$ cat config.mk
export PLATFORM = sky130hd
export DESIGN_NAME = sliding_window_sender_fast_retransmit
export DESIGN_NICKNAME = d
export VERILOG_FILES = /design/src/rtl/core/swsfr_pkg.sv /design/src/rtl/core/swsfr_in_stage.sv /design/src/rtl/core/swsfr_core.sv /design/src/rtl/core/sliding_window_sender_fast_retransmit.sv
export SDC_FILE = /design/constraint.sdc
export NUM_CORES = 1
export LEC_CHECK = 0
export ABC_CLOCK_PERIOD_IN_PS = 2650
export BUFFER_PORTS_ARGS = -buffer_cell sky130_fd_sc_hd__buf_2
export CORE_MARGIN = 10
export CORE_UTILIZATION = 50
export CTS_BUF_LIST = sky130_fd_sc_hd__clkbuf_8 sky130_fd_sc_hd__clkbuf_16
export DETAILED_ROUTE_END_ITERATION = 6
export PLACE_DENSITY = 0.68
export SLEW_MARGIN = 20
export SYNTH_ARGS = -nofsm -noshare
export SYNTH_HDL_FRONTEND = slang
export SYNTH_HIERARCHICAL = 1
export SYNTH_SLANG_ARGS = --single-unit
$ cat constraint.sdc
create_clock -name clock -period 2.65 [get_ports clock]
set_input_delay 0.53 -clock clock [delete_from_list [all_inputs] [get_ports clock]]
set_output_delay 0.53 -clock clock [all_outputs]
set_load 0.02 [all_outputs]
$ cat src/rtl/core/swsfr_pkg.sv
package swsfr_pkg;

   // Window geometry; sequence numbers run modulo twice the window
   localparam int WINDOW = 4;
   localparam int SEQ_W = 3;
   localparam int SLOT_W = $clog2(WINDOW);
   localparam int HANDLE_W = 32;
   localparam int DUP_W = 2;

   // Event kinds
   localparam logic [1:0] MODE_SEND = 2'd0;
   localparam logic [1:0] MODE_ACK = 2'd1;
   localparam logic [1:0] MODE_TIMEOUT = 2'd2;

   // Timer commands
   localparam logic [1:0] TIMER_NONE = 2'd0;
   localparam logic [1:0] TIMER_START = 2'd1;
   localparam logic [1:0] TIMER_STOP = 2'd2;
   localparam logic [1:0] TIMER_RESTART = 2'd3;

   // Duplicate count that fires a fast retransmit
   localparam logic [DUP_W-1:0] DUP_LIMIT = 2'd3;

   typedef struct packed {
      logic [1:0]          mode;
      logic [HANDLE_W-1:0] payload_handle;
      logic [SEQ_W-1:0]    ack_number;
      logic                ack_checksum_ok;
   } event_type;

   typedef struct packed {
      logic                accepted;
      logic                transmit_valid;
      logic [SEQ_W-1:0]    transmit_seq;
      logic [HANDLE_W-1:0] transmit_handle;
      logic [1:0]          timer_command;
      logic [SEQ_W-1:0]    window_base;
      logic                window_full;
   } result_type;

endpackage

$ cat src/rtl/core/swsfr_in_stage.sv
module swsfr_in_stage (
   input  logic                clock,
   input  logic                reset,
   input  logic                in_valid,
   output logic                in_ready,
   input  swsfr_pkg::event_type in_event,
   output logic                held_valid,
   input  logic                held_taken,
   output swsfr_pkg::event_type held_event
);
   import swsfr_pkg::*;

   logic      valid_ff;
   logic      valid_in;
   event_type event_ff;

   // Take a new transaction when empty or when the held one moves on
   assign in_ready = !valid_ff || held_taken;
   assign valid_in = in_ready ? in_valid : valid_ff;

   always_ff @(posedge clock) begin
      if (reset) begin
         valid_ff <= 1'b0;
      end else begin
         valid_ff <= valid_in;
      end
   end

   // Hold the payload until it is consumed
   always_ff @(posedge clock) begin
      if (in_ready && in_valid) begin
         event_ff <= in_event;
      end
   end

   assign held_valid = valid_ff;
   assign held_event = event_ff;

endmodule

$ cat src/rtl/core/swsfr_core.sv
module swsfr_core (
   input  logic                 clock,
   input  logic                 reset,
   input  logic                 step,
   input  swsfr_pkg::event_type ev,
   output swsfr_pkg::result_type res
);
   import swsfr_pkg::*;

   logic [SEQ_W-1:0]    base_seq_ff, base_seq_in;
   logic [SEQ_W-1:0]    next_seq_ff, next_seq_in;
   logic [DUP_W-1:0]    dup_count_ff, dup_count_in;
   logic [HANDLE_W-1:0] handle_store [WINDOW];

   logic [SEQ_W-1:0]    outstanding_now;
   logic [SEQ_W-1:0]    outstanding_after;
   logic                window_open;
   logic                store_write;
   logic [DUP_W-1:0]    dup_sum;
   logic [HANDLE_W-1:0] base_handle;

   assign outstanding_now = next_seq_ff - base_seq_ff;
   assign window_open = outstanding_now < SEQ_W'(WINDOW);
   assign dup_sum = dup_count_ff + DUP_W'(1);
   assign base_handle = handle_store[base_seq_ff[SLOT_W-1:0]];

   // Decode the event and work out the state update and result
   always_comb begin
      base_seq_in = base_seq_ff;
      next_seq_in = next_seq_ff;
      dup_count_in = dup_count_ff;
      store_write = 1'b0;
      res = '0;
      unique case (ev.mode)
         MODE_SEND: begin
            if (window_open) begin
               store_write = 1'b1;
               res.accepted = 1'b1;
               res.transmit_valid = 1'b1;
               res.transmit_seq = next_seq_ff;
               res.transmit_handle = ev.payload_handle;
               if (base_seq_ff == next_seq_ff) begin
                  res.timer_command = TIMER_START;
               end
               next_seq_in = next_seq_ff + SEQ_W'(1);
            end
         end
         MODE_ACK: begin
            if (ev.ack_checksum_ok) begin
               if (ev.ack_number == base_seq_ff && dup_sum == DUP_LIMIT) begin
                  // Third duplicate: fast retransmit, timer untouched
                  dup_count_in = '0;
                  res.transmit_valid = 1'b1;
                  res.transmit_seq = base_seq_ff;
                  res.transmit_handle = base_handle;
               end else begin
                  dup_count_in = (ev.ack_number == base_seq_ff) ? dup_sum : '0;
                  base_seq_in = ev.ack_number;
                  res.timer_command = (ev.ack_number == next_seq_ff) ?
                                      TIMER_STOP : TIMER_RESTART;
               end
            end
         end
         MODE_TIMEOUT: begin
            res.transmit_valid = 1'b1;
            res.transmit_seq = base_seq_ff;
            res.transmit_handle = base_handle;
            res.timer_command = TIMER_RESTART;
         end
         default: begin
         end
      endcase
      outstanding_after = next_seq_in - base_seq_in;
      res.window_base = base_seq_in;
      res.window_full = outstanding_after >= SEQ_W'(WINDOW);
   end

   // Advance the window state once per consumed transaction
   always_ff @(posedge clock) begin
      if (reset) begin
         base_seq_ff <= '0;
         next_seq_ff <= '0;
         dup_count_ff <= '0;
      end else if (step) begin
         base_seq_ff <= base_seq_in;
         next_seq_ff <= next_seq_in;
         dup_count_ff <= dup_count_in;
      end
   end

   // Store the handle in its window slot
   always_ff @(posedge clock) begin
      if (step && store_write) begin
         handle_store[next_seq_ff[SLOT_W-1:0]] <= ev.payload_handle;
      end
   end

   // The counter clears on the third duplicate, so it never rests there
   a_dup_below_limit: assert property (@(posedge clock) disable iff (reset)
      dup_count_ff != DUP_LIMIT)
      else $error("duplicate counter holds the retransmit limit");

   // An accepted send advances next_seq by one
   a_send_advances: assert property (@(posedge clock) disable iff (reset)
      (step && store_write) |=> next_seq_ff == $past(next_seq_ff) + SEQ_W'(1))
      else $error("accepted send did not advance next_seq");

   // Without a step the window state holds
   a_state_holds: assert property (@(posedge clock) disable iff (reset)
      !step |=> (base_seq_ff == $past(base_seq_ff) && next_seq_ff == $past(next_seq_ff)))
      else $error("window state moved without a transaction");

endmodule

$ cat src/rtl/core/sliding_window_sender_fast_retransmit.sv
// Go-back-N sender control with fast retransmit.
// Input channel (req_*): one event per transaction; req_mode selects a send
// request, an acknowledgement or a timer expiry. Result channel (rsp_*): one
// result per event, in order, giving the send decision, any packet to
// (re)transmit with its stored handle, the timer command and the window
// base and full flag after the event.
// Path: an accepted event waits in the input register, then the decision
// logic loads the result register, from which the result transaction
// completes when rsp_ready is high.
// Throughput: one event per cycle while rsp_ready stays high, as the window
// update between the input register and the result register is combinational.
// Reset clears base, next sequence and duplicate count; stored handles are
// undefined until written, both channel registers come up empty.
// When the receiver stalls, the result register holds; one more event waits
// in the input register, and req_ready then drops until rsp_ready returns.
module sliding_window_sender_fast_retransmit (
   input  logic                                clock,
   input  logic                                reset,
   input  logic                                req_valid,
   output logic                                req_ready,
   input  logic [1:0]                          req_mode,
   input  logic [swsfr_pkg::HANDLE_W-1:0]      req_payload_handle,
   input  logic [swsfr_pkg::SEQ_W-1:0]         req_ack_number,
   input  logic                                req_ack_checksum_ok,
   output logic                                rsp_valid,
   input  logic                                rsp_ready,
   output logic                                rsp_accepted,
   output logic                                rsp_transmit_valid,
   output logic [swsfr_pkg::SEQ_W-1:0]         rsp_transmit_seq,
   output logic [swsfr_pkg::HANDLE_W-1:0]      rsp_transmit_handle,
   output logic [1:0]                          rsp_timer_command,
   output logic [swsfr_pkg::SEQ_W-1:0]         rsp_window_base,
   output logic                                rsp_window_full
);
   import swsfr_pkg::*;

   event_type  req_event;
   event_type  held_event;
   logic       held_valid;
   logic       step;
   result_type result;
   result_type rsp_ff;
   logic       rsp_valid_ff, rsp_valid_in;

   assign req_event.mode = req_mode;
   assign req_event.payload_handle = req_payload_handle;
   assign req_event.ack_number = req_ack_number;
   assign req_event.ack_checksum_ok = req_ack_checksum_ok;

   swsfr_in_stage u_in_stage (
      .clock      (clock),
      .reset      (reset),
      .in_valid   (req_valid),
      .in_ready   (req_ready),
      .in_event   (req_event),
      .held_valid (held_valid),
      .held_taken (step),
      .held_event (held_event)
   );

   // Consume the held event whenever the result register can take it
   assign step = held_valid && (!rsp_valid_ff || rsp_ready);

   swsfr_core u_core (
      .clock (clock),
      .reset (reset),
      .step  (step),
      .ev    (held_event),
      .res   (result)
   );

   assign rsp_valid_in = step || (rsp_valid_ff && !rsp_ready);

   always_ff @(posedge clock) begin
      if (reset) begin
         rsp_valid_ff <= 1'b0;
      end else begin
         rsp_valid_ff <= rsp_valid_in;
      end
   end

   // Load the result register on each consumed transaction
   always_ff @(posedge clock) begin
      if (step) begin
         rsp_ff <= result;
      end
   end

   assign rsp_valid = rsp_valid_ff;
   assign rsp_accepted = rsp_ff.accepted;
   assign rsp_transmit_valid = rsp_ff.transmit_valid;
   assign rsp_transmit_seq = rsp_ff.transmit_seq;
   assign rsp_transmit_handle = rsp_ff.transmit_handle;
   assign rsp_timer_command = rsp_ff.timer_command;
   assign rsp_window_base = rsp_ff.window_base;
   assign rsp_window_full = rsp_ff.window_full;

   // A stalled result with a waiting event must not lose the event
   a_no_drop: assert property (@(posedge clock) disable iff (reset)
      (held_valid && rsp_valid_ff && !rsp_ready) |=> held_valid)
      else $error("held event lost under stall");

   // An accepted send always transmits
   a_accept_tx: assert property (@(posedge clock) disable iff (reset)
      (rsp_valid && rsp_accepted) |-> rsp_transmit_valid)
      else $error("accepted send without transmit");

   // The timer only starts on an accepted send
   a_start_on_send: assert property (@(posedge clock) disable iff (reset)
      (rsp_valid && rsp_timer_command == TIMER_START) |-> rsp_accepted)
      else $error("timer start without accepted send");

endmodule
# [After elaboration in Yosys (flattened, before gate mapping)]
# Memories as Yosys holds them, arrays and structs flattened. A register that Yosys moved wholly into a read port is not among the register bits.
# Index checks and enable logic that the tools add are counted.
[op_classes] order_cmp=2 div_mod_pow=0 eq_ne=6 n_mul=0 mux=20 n_shift=0 bitwise_logic=0 n_reduce_logical=13 add_sub_neg=4
[ops] cell="$pmux W38 S3" count=1
[ops] cell="$mux W39" count=1
[ops] cell="$mux W38" count=1
[ops] cell="$mux W36" count=1
[ops] cell="$mux W3" count=5
[ops] cell="$mux W2" count=5
[ops] cell="$eq A3 B3 Y1" count=3
[ops] cell="$mux W1" count=6
[ops] cell="$sub A3 B3 Y3" count=2
[ops] cell="$logic_and A1 B1 Y1" count=5
[ops] cell="$eq A2 B2 Y1 const B" count=2
[ops] cell="$add A3 B1 Y3 const B" count=1
[ops] cell="$ge A3 B3 Y1 const B" count=1
[ops] cell="$logic_not A1 Y1" count=3
[ops] cell="$logic_or A1 B1 Y1" count=3
[ops] cell="$lt A3 B3 Y1 const B" count=1
[ops] cell="$reduce_and A3 Y1" count=1
[ops] cell="$add A2 B1 Y2 const B" count=1
[ops] cell="$eq A2 B1 Y1 const B" count=1
[ops] cell="$logic_not A2 Y1" count=1
[word_totals] rom_bits=0 ff_bits=91 word_cells=62 latchBits=0 mem_bits_rw=128 memories=1
[memory_table] memory="u_core.handle_store" words=4 width=32 read_ports=1 rd_clocked_by_memory_dff=1 write_ports=1 line_no="swsfr_core.sv:13" source="logic [HANDLE_W-1:0] handle_store [WINDOW];"

# [Logic depth before layout (Yosys ltp)]
[depth] word_depth=8 mapped_depth=11

# [By module]
# Netlist, hierarchy kept.
[by_module_without_submodules] mod="swsfr_core" n_inst=1 cells_each=302 area_per_inst_um2=5741.8 seq_area_each_um2=4043.9
[by_module_without_submodules] mod="sliding_window_sender_fast_retransmit" n_inst=1 cells_each=48 area_per_inst_um2=1346.3 seq_area_each_um2=1311.3
[by_module_without_submodules] mod="swsfr_in_stage" n_inst=1 cells_each=43 area_per_inst_um2=1196.1 seq_area_each_um2=1161.1

# [Worst setup path after synthesis]
# No wires, ideal clock.
[synth_path] kind="register to register" start="register u_core.base_seq_ff[1]" end="memory u_core.handle_store[0][0], enable pin" setup_ns=0.392 path_stages_with_launch=8 n_path_buf=1 t_arrival_ns=2.433 synth_period_minus_slack_ns=2.825 slack_ns=-0.175 cell_sequence="dfxtp_1 -> inv_1 -> ha_1 -> nor2b_1 -> or3_4 -> a21boi_4 -> buf_4 -> and3_1"
[synth_between] elab_chain_cells=7
[synth_lines] item="from (decl)" line_no="swsfr_core.sv:10" source="logic [SEQ_W-1:0] base_seq_ff, base_seq_in;"
[synth_lines] item="from (signal assigned)" line_no="swsfr_core.sv:85" source="base_seq_ff <= base_seq_in;"
[synth_lines] item="$sub A3 B3 Y3" line_no="swsfr_core.sv:22" source="assign outstanding_now = next_seq_ff - base_seq_ff;"
[synth_lines] item="$lt A3 B3 Y1" line_no="swsfr_core.sv:23" source="assign window_open = outstanding_now < SEQ_W'(WINDOW);"
[synth_lines] item="$mux W1" line_no="swsfr_core.sv:36" source="if (window_open) begin"
[synth_lines] item="$mux W1" line_no="swsfr_core.sv:34" source="unique case (ev.mode)"
[synth_lines] item="named net u_core.store_write" line_no="swsfr_core.sv:18" source="logic store_write;"
[synth_lines] item="$logic_and A1 B1 Y1" line_no="swsfr_core.sv:93" source="if (step && store_write) begin"
[synth_lines] item="$mux W1" line_no="swsfr_core.sv:93"
[synth_lines] item="$mux W1 (implied by the code)" line_no="swsfr_core.sv:94" source="handle_store[next_seq_ff[SLOT_W-1:0]] <= ev.payload_handle;"
[synth_lines] item="to (decl)" line_no="swsfr_core.sv:13"
# The timed path passes the listed nets, and every way through them passes these cells.

==> summary.md <==
| Metric | Value |
|---|---|
| Non-filler instance count after layout | 747 |
| IO Port Bufs | 86 |
| Clock buffer depth | 3 |
| Largest net degree at the start of global routing | 39 |
| Mapped Cells | 393 |
| Share of synthesized flip-flops with an asynchronous set or reset | 0% |
| TritonCTS Buffers | 23 |
| Synthesized flop and latch total | 221 |
| Avg Inst Size Synth | 21.1 um^2 |
| Worst slew margin | 58.1% |
| Site Rows | 47 |
| IR Drop Worst-Case VDD | 511 uV |
| Initial drt markers | 381 |
| Final slew viol count | 0 |
| Initial Util | 50.5% |
| Clock slew at reported path FFs | 0.06 ns |
| Yosys warning total | 6 |
| Post-synth cell types | 41 |
| Adder-cell share of the synthesized area | 1.36% |
| Clock sink total | 221 |
| Min Clock Period, post-route | 2.52 ns |
| Finished Cell Area | 0.00992 mm^2 |
| Final period util | 94.9% |
| Via/cell ratio | 5.27 |
| Max Fclk | 0.398 GHz |
| Synth Area in Compound Gates | 5.18% |
| CP Data Arrival Time | 2.76 ns |
| Post-synth EDFFs | 209 |
| Ports | 87 |
| Layout cells sized above 1 | 37.0% |
| Simple logic cell fraction of the synthesized area | 2.73% |
| Critical Path Sink Type | register |
| Mux contribution to synthesized area | 9.59% |
| Fin nets | 561 |
| CTS H-Tree Depth | 1 |
| Syn Std Cell Area | 0.00828 mm^2 |
| WL final | 15100 um |
| Total Routing Usage GR | 13.9% |
| Core Footprint | 0.0164 mm^2 |
| Die Wd | 149 um |
| First-pass GRT wire length | 24400 um |
| Hold Vio Cnt, Final | 0 |
| TNS Setup | 0 ns |
| Worst Setup Start Kind | register |
| Initial DRT Pass Iterations | 4 |
| Seq/Total Area, Yosys | 78.7% |
| Max Cap Viol | 0 |
| Antenna cells | 0 |
| Least-Margin Pin Slew | 0.628 ns |
| Main combinational cell family by area after synthesis | multiplexers |
| ANT nets after route | 0 |
| Top FF cell, synth | edfxtp_1 |
| Placed Area | 0.00915 mm^2 |
| Outcome | finished clean |
| Layout Skew | 0.00801 ns |
| Worst Hold Class | input pin to register |
| CTS Root Buffer Type | clkbuf_16 |
| TritonCTS clock tree | yes |
| Pwr Density | 761 mW/mm^2 |
| Post-synth top area share | 75.8% |
| Dominant cells by area after synthesis | edfxtp_1, mux4_2, a22o_1 |
| RSZ-0062 raised after global routing | no |
| Post-Syn Nets | 444 |
| Vias | 3937 |
| Post-synthesis xor/xnor area fraction | 1.12% |
| Number of global-route vias before repair | 4300 |
| Final setup viols | 0 |
| Remaining DRCs | 0 |
| Antenna violations before repair | 0 |
| Routability cong. | 0.787 |
| Post-Place Cells | 704 |
| Clock latency on the worst-skew pair | 0.51 ns |
| Die area | 0.0221 mm^2 |
| Detailed placer's ending HPWL | 9600 um |
| Detailed-route wire length per cell | 20.2 um |
| Die Span Y | 149 um |
| Critical Path RT | 2.90 ns |
| Largest area contributor in the netlist | edfxtp_1 |
| Critical path peak fanout | 4 |
| P_leak | 3.52 nW |
| Critical path class | register to register |
| GRT overflow | 0 |
| Area Growth Syn to Fin | 19.8% |
-- layer usage --
layer  global-route usage, %  wire, um  share of wire, %
met5                       0         0                 0
met4                    3.12       193               1.3
met3                    3.49      1000               6.6
met2                    22.6      7500                50
met1                    18.5      6380                42
-- cells by family (layout without fill, tap and decap cells) --
logic type | after synthesis | count (layout)
compound gates | 52 | 52
mux | 39 | 39
simple gates | 37 | 37
buf+inv | 26 | 160
xor+xnor | 9 | 9
flops | 221 | 221
fa+ha+maj | 9 | 9
-- synth_stat cells (2+ instances only) --
master / number
a21oi_1: 5
a21oi_2: 2
a22o_1: 35
and2_4: 2
and3_1: 4
buf_1: 3
buf_2: 6
buf_4: 2
clkbuf_1: 7
dfxtp_1: 12
edfxtp_1: 209
ha_1: 9
inv_1: 8
mux2_2: 2
mux2i_1: 4
mux4_2: 32
nand2_1: 7
nand2b_1: 2
nand2b_4: 2
nand3_1: 2
nand4b_1: 2
nor2_1: 7
nor2b_1: 2
o21ai_0: 3
or3_1: 2
xnor2_1: 4
xor2_1: 4
-- metrics by stage --
stage / total power, mW / hold slack [ns] / worst slack, ns / util, %
CTS: 7.64 / 0.169 / 0.0381 / 60.4
finish: 7.55 / 0.192 / 0.134 / 60.5
floorplan: 4.30 / 0.436 / 0.00410 / -
global route: 7.82 / 0.164 / 0.0144 / 60.5
detailed placement: 4.47 / 0.483 / 0.0277 / 55.7
global placement: 4.46 / 0.444 / 0.194 / 55.7
-- worst paths after layout --
check,startpoint,endpoint,slack [ns],cells after the start
worst max-delay path,u_core/base_seq_ff[1]$_SDFFE_PP0P_,rsp_window_full$_DFFE_PP_,0.13,10
worst min-delay path,req_payload_handle[10],u_in_stage/held_event[14]$_DFFE_PP_,0.19,1
worst max register to register,u_core/base_seq_ff[1]$_SDFFE_PP0P_,rsp_window_full$_DFFE_PP_,0.13,10
worst min register to register,u_core/dup_count_ff[1]$_SDFFE_PP0P_,u_core/dup_count_ff[1]$_SDFFE_PP0P_,0.48,2
-- flip-flops by register name (all words and copies together), names as in the netlist, named ones only --
register	count
u_in_stage/held_event	38
u_core/base_seq_ff	3
rsp_window_base	3
u_in_stage/held_valid	1
rsp_transmit_valid	1
rsp_timer_command	2
rsp_valid	1
u_core/next_seq_ff	3
rsp_window_full	1
u_core/handle_store	128
rsp_accepted	1
u_core/dup_count_ff	2
rsp_transmit_handle	32
rsp_transmit_seq	3
-- what timing repair did --
| action | CTS | global route |
|---|---|---|
| resized for setup | 0 | 2 |
| hold buffers | 0 | 0 |
| setup buffers | 0 | 1 |
| endpoints found under the setup margin | 0 | 1 |
-- cells in the final DEF, fill, tap and decap left out, types with 7 or more instances in the layout --
cell type,Yosys,layout
a22o_1,35,35
clkbuf_16,0,24
buf_2,6,86
ha_1,9,9
inv_1,8,13
nand2_1,7,7
edfxtp_1,209,209
dfxtp_1,12,10
mux4_2,32,32
nor2_1,7,7
buf_4,2,20
-- report_power, final --
group	internal (mW)	switching, mW	total, mW
sequential	3.95	0.0639	4.01
clock	1.90	1.26	3.16
combinational	0.151	0.221	0.372
total	6.00	1.55	7.55
-- worst max-delay path, stage by stage, from the launching register on --
cell and delay [ns]:
dfxtp_1 0.33, inv_1 0.05, ha_1 0.29, nor2b_1 0.15, or3_4 0.35, a21boi_4 0.20
nand2_1 0.07, o21ai_0 0.07, ha_1 0.26, a21oi_2 0.12, xnor3_1 0.38
-- area by class of cell --
class | instances | area, um^2
sequential | 221 | 6520
fill | 1176 | 6480
multi-input combinational | 146 | 1670
timing repair buffer | 110 | 661
clock buffer | 26 | 628
tap | 220 | 275
clock inverter | 16 | 139
inverter | 8 | 30.0
Power figures use the tool's default switching activity.
